===== config.mk =====
export PLATFORM = sky130hd
export DESIGN_NAME = usb_standard_request_handler
export DESIGN_NICKNAME = d
export VERILOG_FILES = /design/src/usbsrh_pkg.sv /design/src/usbsrh_front.sv /design/src/usbsrh_queue.sv /design/src/usbsrh_back.sv /design/src/usb_standard_request_handler.sv
export VERILOG_INCLUDE_DIRS = /design/src /design/src/src
export SDC_FILE = /design/constraint.sdc
export NUM_CORES = 1
export LEC_CHECK = 0
export ABC_AREA = 1
export CAP_MARGIN = 20
export CORE_MARGIN = 1.5
export CORE_UTILIZATION = 40
export CTS_CLUSTER_DIAMETER = 150
export CTS_CLUSTER_SIZE = 10
export DETAILED_ROUTE_END_ITERATION = 6
export DONT_BUFFER_PORTS = 1
export PLACE_DENSITY_LB_ADDON = 0.2
export SYNTH_ARGS = -nofsm -noshare
export SYNTH_HDL_FRONTEND = slang
export SYNTH_SLANG_ARGS = --single-unit

===== constraint.sdc =====
create_clock -name clk -period 9.9 [get_ports clk]
set_input_delay 1.485 -clock clk [delete_from_list [all_inputs] [get_ports clk]]
set_output_delay 1.485 -clock clk [all_outputs]
set_load 0.05 [all_outputs]

===== src/usb_standard_request_handler_macros.svh =====
// Assertion macros shared by the standard request handler modules.
// Depends on nothing; each module that checks itself includes this file.
`ifndef USB_STANDARD_REQUEST_HANDLER_MACROS_SVH
`define USB_STANDARD_REQUEST_HANDLER_MACROS_SVH

// Same-cycle implication, reset disables the check.
`define USBSRH_ASSERT_NOW(lbl, clk, rst_n, ante, cons, msg) \
    lbl: assert property (@(posedge clk) disable iff (!rst_n) (ante) |-> (cons)) \
        else $error(msg);

// Next-cycle implication, reset disables the check.
`define USBSRH_ASSERT_NEXT(lbl, clk, rst_n, ante, cons, msg) \
    lbl: assert property (@(posedge clk) disable iff (!rst_n) (ante) |=> (cons)) \
        else $error(msg);

`endif


===== src/usbsrh_pkg.sv =====
// Types, codes and constants of the standard request handler.
// Used by every module of the block; depends on nothing.
package usbsrh_pkg;

    localparam int EP_COUNT = 16;
    localparam int MASK_W   = 32;

    localparam logic [MASK_W-1:0] EP0_BOTH =
        MASK_W'(1) | (MASK_W'(1) << EP_COUNT);
    localparam logic [MASK_W-1:0] EP_VALID =
        MASK_W'((64'(1) << (2 * EP_COUNT)) - 64'(1));

    localparam int Q_DEPTH = 2;
    localparam int Q_PTR_W = (Q_DEPTH > 1) ? $clog2(Q_DEPTH) : 1;
    localparam int Q_CNT_W = $clog2(Q_DEPTH + 1);

    typedef enum logic [2:0] {
        OP_GET_STATUS    = 3'd0,
        OP_CLEAR_FEATURE = 3'd1,
        OP_SET_FEATURE   = 3'd2,
        OP_SET_ADDRESS   = 3'd3,
        OP_GET_CONFIG    = 3'd4,
        OP_SET_CONFIG    = 3'd5,
        OP_GET_INTERFACE = 3'd6
    } op_t;

    typedef enum logic [1:0] {
        RCP_DEVICE    = 2'd0,
        RCP_INTERFACE = 2'd1,
        RCP_ENDPOINT  = 2'd2,
        RCP_OTHER     = 2'd3
    } rcp_t;

    typedef enum logic [2:0] {
        CFG_CONFIG_VALUE    = 3'd0,
        CFG_INTERFACE_COUNT = 3'd1,
        CFG_ENDPOINT_MASK   = 3'd2,
        CFG_SELF_POWERED    = 3'd3,
        CFG_LOCKED_MASK     = 3'd4
    } cfg_idx_t;

    localparam logic [15:0] FEAT_ENDPOINT_HALT  = 16'd0;
    localparam logic [15:0] FEAT_REMOTE_WAKEUP  = 16'd1;

    typedef struct packed {
        logic [2:0]  operation;
        logic [1:0]  recipient;
        logic [15:0] request_value;
        logic [15:0] request_index;
    } req_t;

    typedef struct packed {
        logic              request_ok;
        logic              has_reply;
        logic [15:0]       reply_word;
        logic [6:0]        device_address;
        logic              address_pending;
        logic [MASK_W-1:0] halted_mask;
        logic [MASK_W-1:0] enabled_mask;
    } rsp_t;

    typedef struct packed {
        logic [7:0]        config_value;
        logic [5:0]        interface_count;
        logic [MASK_W-1:0] endpoint_mask;
        logic              self_powered;
        logic [MASK_W-1:0] locked_mask;
    } cfg_t;

    // A request after decoding, as it waits in the queue.
    typedef struct packed {
        op_t               op;
        rcp_t              rcp;
        logic [MASK_W-1:0] ep_bit;
        logic              ep_zero;
        logic              feat_halt;
        logic              feat_wakeup;
        logic [7:0]        value_byte;
        logic [7:0]        index_byte;
    } cls_t;

    // Queue status seen by the front and back.
    typedef struct packed {
        logic full;
        logic avail;
    } q_stat_t;

endpackage


===== src/usbsrh_front.sv =====
// Front end: accepts requests and decodes them into queue entries.
// Depends on usbsrh_pkg.
module usbsrh_front (
    input  logic                  req_valid,
    output logic                  req_stall,
    input  usbsrh_pkg::req_t      req_data,
    input  usbsrh_pkg::q_stat_t   q_stat,
    output logic                  push,
    output usbsrh_pkg::cls_t      item
);
    import usbsrh_pkg::*;

    logic [3:0] ep_num;
    logic       ep_exists;
    logic [4:0] ep_shift;

    assign req_stall = q_stat.full;
    assign push      = req_valid && !q_stat.full;

    assign ep_num    = req_data.request_index[3:0];
    assign ep_exists = ({28'd0, ep_num} < 32'(EP_COUNT));
    // IN endpoints sit in the upper half of the masks.
    assign ep_shift  = req_data.request_index[7] ? (5'(EP_COUNT) + {1'b0, ep_num})
                                                 : {1'b0, ep_num};

    always_comb
    begin
        item.op          = op_t'(req_data.operation);
        item.rcp         = rcp_t'(req_data.recipient);
        item.ep_bit      = ep_exists ? (MASK_W'(1) << ep_shift) : '0;
        item.ep_zero     = (ep_num == 4'd0);
        item.feat_halt   = (req_data.request_value == FEAT_ENDPOINT_HALT);
        item.feat_wakeup = (req_data.request_value == FEAT_REMOTE_WAKEUP);
        item.value_byte  = req_data.request_value[7:0];
        item.index_byte  = req_data.request_index[7:0];
    end

endmodule


===== src/usbsrh_queue.sv =====
// Short queue between the decoder and the executing back end.
// Depends on usbsrh_pkg and the assertion macro header.
`include "usb_standard_request_handler_macros.svh"

module usbsrh_queue (
    input  logic                clk,
    input  logic                rst_n,
    input  logic                push,
    input  usbsrh_pkg::cls_t    push_item,
    input  logic                pop,
    output usbsrh_pkg::cls_t    head,
    output usbsrh_pkg::q_stat_t stat
);
    import usbsrh_pkg::*;

    cls_t               mem [Q_DEPTH];
    logic [Q_PTR_W-1:0] wr_ptr_reg, wr_ptr_next;
    logic [Q_PTR_W-1:0] rd_ptr_reg, rd_ptr_next;
    logic [Q_CNT_W-1:0] count_reg, count_next;

    function automatic logic [Q_PTR_W-1:0] ptr_inc(input logic [Q_PTR_W-1:0] p);
        logic [Q_PTR_W-1:0] r;
        if (p == Q_PTR_W'(Q_DEPTH - 1))
            r = '0;
        else
            r = p + Q_PTR_W'(1);
        return r;
    endfunction

    assign stat.full  = (count_reg == Q_CNT_W'(Q_DEPTH));
    assign stat.avail = (count_reg != '0);
    assign head       = mem[rd_ptr_reg];

    always_comb
    begin
        wr_ptr_next = push ? ptr_inc(wr_ptr_reg) : wr_ptr_reg;
        rd_ptr_next = pop ? ptr_inc(rd_ptr_reg) : rd_ptr_reg;
        count_next  = count_reg;
        if (push && !pop)
            count_next = count_reg + Q_CNT_W'(1);
        else if (pop && !push)
            count_next = count_reg - Q_CNT_W'(1);
    end

    always_ff @(posedge clk or negedge rst_n)
    begin
        if (!rst_n)
        begin
            wr_ptr_reg <= '0;
            rd_ptr_reg <= '0;
            count_reg  <= '0;
        end
        else
        begin
            wr_ptr_reg <= wr_ptr_next;
            rd_ptr_reg <= rd_ptr_next;
            count_reg  <= count_next;
        end
    end

    always_ff @(posedge clk)
    begin
        if (push)
            mem[wr_ptr_reg] <= push_item;
    end

    `USBSRH_ASSERT_NOW(a_pop_not_empty, clk, rst_n, pop, count_reg != '0, "pop from empty queue")
    `USBSRH_ASSERT_NEXT(a_count_up, clk, rst_n, push && !pop, count_reg == Q_CNT_W'($past(count_reg) + 1), "queue count did not rise")
    `USBSRH_ASSERT_NEXT(a_count_down, clk, rst_n, pop && !push, count_reg == Q_CNT_W'($past(count_reg) - 1), "queue count did not fall")

endmodule


===== src/usbsrh_back.sv =====
// Back end: executes decoded requests against the device state and
// holds the response register. Depends on usbsrh_pkg and the macro header.
`include "usb_standard_request_handler_macros.svh"

module usbsrh_back (
    input  logic                clk,
    input  logic                rst_n,
    input  usbsrh_pkg::cfg_t    cfg,
    input  usbsrh_pkg::q_stat_t q_stat,
    input  usbsrh_pkg::cls_t    head,
    output logic                pop,
    output logic                rsp_valid,
    input  logic                rsp_stall,
    output usbsrh_pkg::rsp_t    rsp_data
);
    import usbsrh_pkg::*;

    logic [7:0]        cur_config_reg, cur_config_next;
    logic [6:0]        address_reg, address_next;
    logic              wakeup_reg, wakeup_next;
    logic              self_pwr_reg, self_pwr_next;
    logic [MASK_W-1:0] enabled_reg, enabled_next;
    logic [MASK_W-1:0] halted_reg, halted_next;
    logic              rsp_valid_reg, rsp_valid_next;
    rsp_t              rsp_reg, rsp_next;

    logic        ok, has, addr_set, ep_enabled, configured, if_exists;
    logic [15:0] reply;

    assign pop        = q_stat.avail && (!rsp_valid_reg || !rsp_stall);
    assign rsp_valid  = rsp_valid_reg;
    assign rsp_data   = rsp_reg;

    assign ep_enabled = ((head.ep_bit & enabled_reg) != '0);
    assign configured = (cur_config_reg != 8'd0);
    assign if_exists  = (head.index_byte < {2'b00, cfg.interface_count});

    always_comb
    begin
        cur_config_next = cur_config_reg;
        address_next    = address_reg;
        wakeup_next     = wakeup_reg;
        self_pwr_next   = self_pwr_reg;
        enabled_next    = enabled_reg;
        halted_next     = halted_reg;
        ok              = 1'b0;
        has             = 1'b0;
        reply           = 16'd0;
        addr_set        = 1'b0;

        case (head.op)
            OP_GET_STATUS:
            begin
                case (head.rcp)
                    RCP_DEVICE:
                    begin
                        ok    = 1'b1;
                        has   = 1'b1;
                        reply = {14'd0, wakeup_reg, self_pwr_reg};
                    end
                    RCP_INTERFACE:
                    begin
                        ok  = configured && if_exists;
                        has = ok;
                    end
                    RCP_ENDPOINT:
                    begin
                        // Before configuration only endpoint zero answers.
                        ok    = ep_enabled && (configured || head.ep_zero);
                        has   = ok;
                        reply = {15'd0, ok && ((head.ep_bit & halted_reg) != '0)};
                    end
                    default:
                    begin
                    end
                endcase
            end
            OP_CLEAR_FEATURE, OP_SET_FEATURE:
            begin
                if (head.rcp == RCP_DEVICE)
                begin
                    if (head.feat_wakeup)
                    begin
                        wakeup_next = (head.op == OP_SET_FEATURE);
                        ok          = 1'b1;
                    end
                end
                else if (head.rcp == RCP_ENDPOINT)
                begin
                    if (ep_enabled && configured && !head.ep_zero && head.feat_halt)
                    begin
                        ok = 1'b1;
                        if (head.op == OP_SET_FEATURE)
                            halted_next = halted_reg | head.ep_bit;
                        else if ((cfg.locked_mask & head.ep_bit) == '0)
                            halted_next = halted_reg & ~head.ep_bit;
                    end
                end
            end
            OP_SET_ADDRESS:
            begin
                if (head.rcp == RCP_DEVICE)
                begin
                    address_next = head.value_byte[6:0];
                    addr_set     = 1'b1;
                    ok           = 1'b1;
                end
            end
            OP_GET_CONFIG:
            begin
                if (head.rcp == RCP_DEVICE)
                begin
                    ok    = 1'b1;
                    has   = 1'b1;
                    reply = {8'd0, cur_config_reg};
                end
            end
            OP_SET_CONFIG:
            begin
                if (head.rcp == RCP_DEVICE)
                begin
                    if (head.value_byte == 8'd0)
                    begin
                        cur_config_next = 8'd0;
                        enabled_next    = EP0_BOTH;
                        halted_next     = '0;
                    end
                    else if (head.value_byte == cfg.config_value)
                    begin
                        cur_config_next = head.value_byte;
                        enabled_next    = EP0_BOTH | (cfg.endpoint_mask & EP_VALID);
                        halted_next     = '0;
                        self_pwr_next   = cfg.self_powered;
                    end
                    // An unknown value is still accepted when it is already current.
                    ok = (cur_config_next == head.value_byte);
                end
            end
            OP_GET_INTERFACE:
            begin
                ok  = (head.rcp == RCP_INTERFACE) && configured && if_exists;
                has = ok;
            end
            default:
            begin
            end
        endcase

        rsp_next.request_ok      = ok;
        rsp_next.has_reply       = has;
        rsp_next.reply_word      = reply;
        rsp_next.device_address  = address_next;
        rsp_next.address_pending = addr_set;
        rsp_next.halted_mask     = halted_next;
        rsp_next.enabled_mask    = enabled_next;

        if (pop)
            rsp_valid_next = 1'b1;
        else if (!rsp_stall)
            rsp_valid_next = 1'b0;
        else
            rsp_valid_next = rsp_valid_reg;
    end

    always_ff @(posedge clk or negedge rst_n)
    begin
        if (!rst_n)
        begin
            cur_config_reg <= 8'd0;
            address_reg    <= 7'd0;
            wakeup_reg     <= 1'b0;
            self_pwr_reg   <= 1'b0;
            enabled_reg    <= EP0_BOTH;
            halted_reg     <= '0;
            rsp_valid_reg  <= 1'b0;
        end
        else
        begin
            rsp_valid_reg <= rsp_valid_next;
            if (pop)
            begin
                cur_config_reg <= cur_config_next;
                address_reg    <= address_next;
                wakeup_reg     <= wakeup_next;
                self_pwr_reg   <= self_pwr_next;
                enabled_reg    <= enabled_next;
                halted_reg     <= halted_next;
            end
        end
    end

    always_ff @(posedge clk)
    begin
        if (pop)
            rsp_reg <= rsp_next;
    end

    `USBSRH_ASSERT_NOW(a_reply_only_ok, clk, rst_n, rsp_valid_reg && rsp_reg.has_reply, rsp_reg.request_ok, "reply word on a stalled request")
    `USBSRH_ASSERT_NOW(a_halt_subset, clk, rst_n, 1'b1, (halted_reg & ~enabled_reg) == '0, "halt bit set on a disabled endpoint")

endmodule


===== src/usb_standard_request_handler.sv =====
// USB standard request handler: takes one decoded setup request per cycle while req_stall is low.
// Requests arrive on req_valid/req_stall/req_data; a request is taken at a
// clock edge with req_valid high and req_stall low.
// Responses leave on rsp_valid/rsp_stall/rsp_data, one per request, in order.
// A response carries ok or stall, an optional reply word, and the device
// address, address-pending flag and endpoint halt and enable masks after it.
// The configuration port (cfg_valid/cfg_ready/cfg_index/cfg_data) is always
// ready; the user must write it only while no request is in flight, and the
// block itself does not enforce this. A request is registered in the queue
// and then in the back end's response register before its response is valid.
// Throughput is one request per cycle while rsp_stall does not hold; the back
// end updates its state as it pops each request. A two-entry queue lets the
// decoder keep accepting while the response register waits; when rsp_stall
// holds, the queue fills and req_stall rises.
// Reset returns the device to unconfigured, address zero, only endpoint
// zero enabled and no halts, and the configuration registers to defaults.
// Depends on usbsrh_pkg and the modules usbsrh_front, usbsrh_queue, usbsrh_back.
module usb_standard_request_handler (
    input  logic             clk,
    input  logic             rst_n,
    input  logic             req_valid,
    output logic             req_stall,
    input  usbsrh_pkg::req_t req_data,
    output logic             rsp_valid,
    input  logic             rsp_stall,
    output usbsrh_pkg::rsp_t rsp_data,
    input  logic             cfg_valid,
    output logic             cfg_ready,
    input  logic [2:0]       cfg_index,
    input  logic [31:0]      cfg_data
);
    import usbsrh_pkg::*;

    cfg_t    cfg_reg, cfg_next;
    q_stat_t q_stat;
    cls_t    front_item, q_head;
    logic    push, pop;

    assign cfg_ready = 1'b1;

    always_comb
    begin
        cfg_next = cfg_reg;
        if (cfg_valid)
        begin
            case (cfg_idx_t'(cfg_index))
                CFG_CONFIG_VALUE:    cfg_next.config_value    = cfg_data[7:0];
                CFG_INTERFACE_COUNT: cfg_next.interface_count = cfg_data[5:0];
                CFG_ENDPOINT_MASK:   cfg_next.endpoint_mask   = cfg_data;
                CFG_SELF_POWERED:    cfg_next.self_powered    = cfg_data[0];
                CFG_LOCKED_MASK:     cfg_next.locked_mask     = cfg_data;
                default:             cfg_next = cfg_reg;
            endcase
        end
    end

    always_ff @(posedge clk or negedge rst_n)
    begin
        if (!rst_n)
        begin
            cfg_reg.config_value    <= 8'd1;
            cfg_reg.interface_count <= 6'd1;
            cfg_reg.endpoint_mask   <= 32'h0001_0001;
            cfg_reg.self_powered    <= 1'b0;
            cfg_reg.locked_mask     <= '0;
        end
        else
        begin
            cfg_reg <= cfg_next;
        end
    end

    usbsrh_front u_front (
        .req_valid (req_valid),
        .req_stall (req_stall),
        .req_data  (req_data),
        .q_stat    (q_stat),
        .push      (push),
        .item      (front_item)
    );

    usbsrh_queue u_queue (
        .clk       (clk),
        .rst_n     (rst_n),
        .push      (push),
        .push_item (front_item),
        .pop       (pop),
        .head      (q_head),
        .stat      (q_stat)
    );

    usbsrh_back u_back (
        .clk       (clk),
        .rst_n     (rst_n),
        .cfg       (cfg_reg),
        .q_stat    (q_stat),
        .head      (q_head),
        .pop       (pop),
        .rsp_valid (rsp_valid),
        .rsp_stall (rsp_stall),
        .rsp_data  (rsp_data)
    );

endmodule

==> Yosys cells after proc, flatten, opt, wreduce, memory -nomap -nowiden <==
Memory sizes are Yosys's and may differ from the RTL's.
Index checks and enable logic that the tools add are counted.
{ "op_classes": {"n_addsub": 5, "n_lt_le_gt_ge": 1, "eq_ne": 17, "n_shift": 1, "muxes": 40, "bitwise_logic": 7, "reduce_logical": 42} }
{ "ops": {"columns": ["op", "n"], "rows": [
  ["32-bit two-way mux", 12],
  ["32-bit bitwise AND", 4],
  ["32-bit one-hot mux with 2 select lines", 1],
  ["32-bit nonzero test", 2],
  ["8-bit two-way mux", 5],
  ["32-bit zero test", 1],
  ["32-bit inverter", 1],
  ["32-bit bitwise OR", 1],
  ["16-bit one-hot mux with 2 select lines", 1],
  ["1-bit by 5-bit left shift with 32-bit output, first input constant", 1],
  ["16-bit by 1-bit equality test with 1-bit output, second input constant", 1],
  ["8-bit equality test", 2],
  ["16-bit zero test", 1],
  ["7-bit two-way mux", 2],
  ["3-bit by 2-bit equality test with 1-bit output, second input constant", 4],
  ["3-bit equality test, second input constant", 4],
  ["1-bit logical AND", 12],
  ["1-bit two-way mux", 12],
  ["2-bit AND reduction", 5],
  ["8-bit zero test", 1],
  ["8-bit by 6-bit < comparator with 1-bit output", 1],
  ["8-bit nonzero test", 1],
  ["3-bit by 1-bit equality test with 1-bit output, second input constant", 2],
  ["1-bit zero test", 6],
  ["other kinds (22)", 30]
]} }
{ "totals": {"ff_bits": 255, "ramBits": 112, "input_bits": 77, "out_inout_bits": 93, "elab_cells": 136, "n_memories": 1} }
{ "mem_list": {"columns": ["memory", "depth", "word_bits", "read_ports", "rd_clocked_by_memory_dff", "wr", "line", "source"], "rows": [
  ["u_queue.mem", 2, 56, 1, 0, 1, "usbsrh_queue.sv:16", "cls_t mem [Q_DEPTH];"]
]} }

==> Depth between registers and ports, before layout <==
An unclocked memory read counts as a cell.
{ "depth": {"word_depth": 10, "mapped_depth": 21, "ltp_nobuf": 18} }

==> Hierarchy <==
A second synthesis with hierarchy kept.
{ "unflattened": {"hier_cells": 1802, "hier_area_um2": 16912.5} }
{ "modules_own_cells": {"columns": ["module", "instances", "cells_per_inst", "area_each_um2", "seq_area_each_um2"], "rows": [
  ["usbsrh_back", 1, 1127, 8754.6, 4516.8],
  ["usbsrh_queue", 1, 199, 4367.9, 3463.3],
  ["usb_standard_request_handler", 1, 355, 3144.3, 1981.9],
  ["usbsrh_front", 1, 121, 645.6, 0.0]
]} }

==> Worst setup path before layout <==
OpenSTA, ideal clock, no wires.
{ "synth_timing": {"path_type": "input to register", "startpoint": "in rsp_stall", "endpoint": "reg u_back.rsp_reg (netlist bit u_back.rsp_data[0]) (enable)", "setup_time_ps": 478, "t_arrival_ps": 4245, "required_time_ps": 9422, "setup_slack_ps": 5177, "path_stages": 4, "n_path_buf": 1, "cell_sequence": "nand2_1 -> o21ai_1 -> inv_1 -> clkbuf_1"} }
{ "synth_via": {"elab_chain_cells": 3} }
{ "synth_lines": {"columns": ["element", "line", "source"], "rows": [
  ["from (decl)", "usb_standard_request_handler.sv:25", "input logic rsp_stall,"],
  ["1-bit zero test", "usbsrh_back.sv:30", "assign pop = q_stat.avail && (!rsp_valid_reg || !rsp_stall);"],
  ["1-bit logical OR", "usbsrh_back.sv:30", null],
  ["1-bit logical AND", "usbsrh_back.sv:30", null],
  ["via pop", "usb_standard_request_handler.sv:37", "logic push, pop;"],
  ["to (signal assigned)", "usbsrh_back.sv:195", "rsp_reg <= rsp_next;"],
  ["to (decl)", "usbsrh_back.sv:25", "rsp_t rsp_reg, rsp_next;"]
]} }
The timed path passes the listed nets, and every way through them passes these cells.
A chain may end at the register's enable or synchronous reset.

==> Worst setup path after layout <==
{ "layout_timing": {"startpoint": "reg u_queue.rd_ptr_reg", "endpoint": "reg u_back.rsp_reg (netlist bit u_back.rsp_data[35]), data pin"} }
{ "layout_via": {"elab_chain_cells": 10, "elab_cells_between_ends": 29, "cone_classes": "eq/ne: 5; mux: 9; bitwise: 5; reduce/logical: 9; memory: 1"} }
{ "layout_lines": {"columns": ["element", "line", "source"], "rows": [
  ["from (decl)", "usbsrh_queue.sv:18", "logic [Q_PTR_W-1:0] rd_ptr_reg, rd_ptr_next;"],
  ["from (signal assigned)", "usbsrh_queue.sv:56", "rd_ptr_reg <= rd_ptr_next;"],
  ["memory read 2 x 56 bit *", null, null],
  ["32-bit bitwise AND", "usbsrh_back.sv:34", "assign ep_enabled = ((head.ep_bit & enabled_reg) != '0);"],
  ["32-bit nonzero test", "usbsrh_back.sv:34", null],
  ["1-bit logical AND (3 in series)", "usbsrh_back.sv:90", "if (ep_enabled && configured && !head.ep_zero && head.feat_halt)"],
  ["32-bit two-way mux", "usbsrh_back.sv:90", null],
  ["32-bit two-way mux", "usbsrh_back.sv:88", "else if (head.rcp == RCP_ENDPOINT)"],
  ["32-bit two-way mux", "usbsrh_back.sv:80", "if (head.rcp == RCP_DEVICE)"],
  ["32-bit one-hot mux with 2 select lines *", "usbsrh_back.sv:51", "case (head.op)"],
  ["via u_back.halted_next[3]", "usbsrh_back.sv:23", "logic [MASK_W-1:0] halted_reg, halted_next;"]
]} }
Mark *: on every way through the listed nets, which the timed path passes. The rest lies on a longest branch.

==> out/metrics.cfg <==
[status]
status = completed

[die]
core_area_mm2 = 0.0407
io_pins = 170
die-area_mm2 = 0.0425
num_rows = 74
start_util_pct = 40.5
die_y_um = 206
die_w_um = 206

[clocking]
cts_buffers = 41
ctsHtreeMaxLevel = 2
cts.sinks = 357
cts_hold_buffers = 0
cts_setup_buffers = 0
clock_path_buffers = 3
root_buffer = clkbuf_16
cts_resized = 0
cts_tree = built
clock_latency_ns = 0.56
path_clk_slew_ns = 0.06

[synth]
synth_seq_cells = 357
yosys_warnings = 0
synth_top_family_by_area = simple AND/OR/NAND/NOR gates
synth_cell_types = 47
synthCells = 1868
avgSynthCellArea_um2 = 8.84
synth_area_mm2 = 0.0165
ys_seq_area_share_pct = 60.0
synthMuxAreaShare_pct = 0.129
yosys.area_share.simple_pct = 23.6
synthXorXnorAreaFrac_pct = 0.584
synth_compound_area_share_pct = 7.44
synthAdderAreaFrac_pct = 0.455

[timing]
relSlewSlack_pct = 33.9
max_freq_ghz = 0.243
period_share_pct = 41.6
hold_viol_final = 0
fin_worst_skew_ns = 0.0226
finalSetupTns_ns = 0
finalCriticalPeriod_ns = 4.12
worst_pin_slew_ns = 0.989
setup_violations = 0
grt_setup_unrepaired = false
finalMaxSlewViolations = 0

[power_and_ir_drop]
seq_power_share_pct = 49.1
p_comb_share_pct = 26.4
p_leak_nw = 8.57
clockPowerShare_pct = 24.5
ir_drop_v = 0.000129
switching_share_pct = 43.6
p_int_mw = 3.21
powerDensity_mw_per_mm2 = 314
switching_power_mw = 2.48

[place]
io_buffers = 0
gp_congestion = 0.872
dp.final_hpwl_mm = 30.0

[grt]
overflow = 0
grt_pass1_wl_mm = 67.4
grt_max_degree = 164
grt_pass1_vias = 11300
antenna_found_initial = 1
grt_usage_pct = 21.0

[final_layout]
num-nets-final = 1928
largest_register_ff_count = 112
layout_commonest_cell = nand2_1
layout_common_cells = nand2_1 (666), inv_1 (211), edfxtp_1 (194)
antenna-diode-count = 0
syn2layout_area_growth_pct = 9.73
drive_above_1_share_pct = 5.33
finish.utilization_pct = 44.5

[detailed_routing]
drt_iter0_drc = 1055
wl_mm = 43.9
viasPerCell = 5.05
ant_nets = 0
via_count = 12200
firstDrtPassIters = 5
drc = 0
wire_per_inst_um = 18.2

[worst_setup_path]
cpMaxStageDelayCell = dfrtp_2
critPathRequiredTime_ns = 10.18
critPathCaptureType = flip-flop
startpoint_type = flip-flop
cp_top_family = simple AND/OR/NAND/NOR gates
worstPathCellList = buf_4 > o21ai_0 > nand2_1 > nand2_1 > nor2_1 > nand2_1 > nor2_2 > nand2_2 > nor2_4 > nand2_1 > nand2_1 > nand2_1 > nand2_1 > nand2_1
path_common_cell = nand2_1
arrival_ns = 4.39
path_class = reg2reg
cp_max_fo = 47
cp_num_buf_inv = 1
slowest_delay_ns = 0.74

[job]
drv_cap = 0

[worst_hold_path]
min_path_type = reg2reg

power groups by stage:
stage / sequential, mW / combinational (mW) / clock (mW)
3_3_place_gp: 2.82 / 1.48 / 0
5_1_grt: 2.84 / 1.70 / 1.48
3_5_place_dp: 2.83 / 1.51 / 0
4_1_cts: 2.80 / 1.51 / 1.42
2_1_floorplan: 2.75 / 1.09 / 0
6_report: 2.79 / 1.50 / 1.40
final timing paths:
kind / start / slack, ns / depth (start not counted) / end
worst max register to register: u_queue.rd_ptr_reg / 5.78 / 14 / u_back.rsp_data[35]
worst min-delay path: u_back.enabled_reg[0] / 0.48 / 2 / u_back.enabled_reg[0]
worst max-delay path: u_queue.rd_ptr_reg / 5.78 / 14 / u_back.rsp_data[35]
min in group asynchronous: rst_n / 0.65 / 0 / cfg_reg[70]
worst min register to register: u_back.enabled_reg[0] / 0.48 / 2 / u_back.enabled_reg[0]
max in group asynchronous: rst_n / 8.77 / 0 / cfg_reg[60]
cell usage after synthesis (all sizes together):
cell type | count | area, um^2
a211oi | 1 | 7.51
a21oi | 12 | 63.8
a22o | 5 | 43.8
a32o | 4 | 40.0
and2 | 2 | 12.5
buf | 45 | 292
clkbuf | 38 | 143
conb | 2 | 7.51
dfrtp | 159 | 3980
dfstp | 4 | 105
edfxtp | 194 | 5830
ha | 6 | 75.1
inv | 221 | 832
mux2 | 1 | 11.3
mux2i | 1 | 10.0
nand2 | 671 | 2530
nand3 | 91 | 460
nand3b | 1 | 7.51
nand4 | 19 | 119
nor2 | 158 | 636
nor3 | 13 | 76.3
nor4 | 3 | 18.8
nor4b | 1 | 8.76
o2111ai | 1 | 8.76
o211ai | 1 | 7.51
o21a | 1 | 7.51
o21ai | 159 | 811
o21bai | 1 | 7.51
o22ai | 37 | 231
or2 | 5 | 31.3
xnor2 | 1 | 8.76
xor2 | 10 | 87.6
layout make-up:
cell class              count  area (um^2)
fillers                  3968        22600
well taps                 532          666
inverters                 221          835
flip-flops and latches    357         9910
clock buffers              71         1160
clock inverters             3         41.3
multi-input cells        1214         5410
repair buffers             10         87.6
worst min-delay path, cell delays in order, from the launching register on:
cell and delay, ns:
dfstp_2 0.37, inv_1 0.06, nand2_1 0.05
metal layers:
layer / wire length, um / track usage, % / vias to the layer above
met3: 2660 / 3.61 / 66
met1: 20300 / 30.5 / 5796
met4: 1010 / 5.87 / 2
met2: 19900 / 32.4 / 343
li1: - / - / 5946
met5: 8 / 0 / -
metrics by stage:
step | setup slack [ns] | power [mW] | std cells | hold slack (ns) | cell area, um^2
finish | 5.78 | 5.69 | 2408 | 0.476 | 18100
global route | 5.43 | 6.02 | 2408 | 0.498 | 18100
CTS | 5.79 | 5.74 | 2408 | 0.479 | 18100
detailed placement | 5.80 | 4.33 | 2334 | 0.465 | 16900
global placement | 5.85 | 4.30 | 2333 | 0.462 | 16900
floorplan | 5.18 | 3.84 | 1875 | 0.449 | 16500
logic make-up (layout without fill, tap and decap cells):
group | after synthesis | after routing
xor+xnor | 11 | 11
buf+inv | 304 | 305
fa+ha+maj | 6 | 6
flops | 357 | 357
other cells | 2 | 9
compound gates | 222 | 222
mux | 2 | 2
simple gates | 964 | 964
Note: power is estimated with default switching activity, not from simulation.
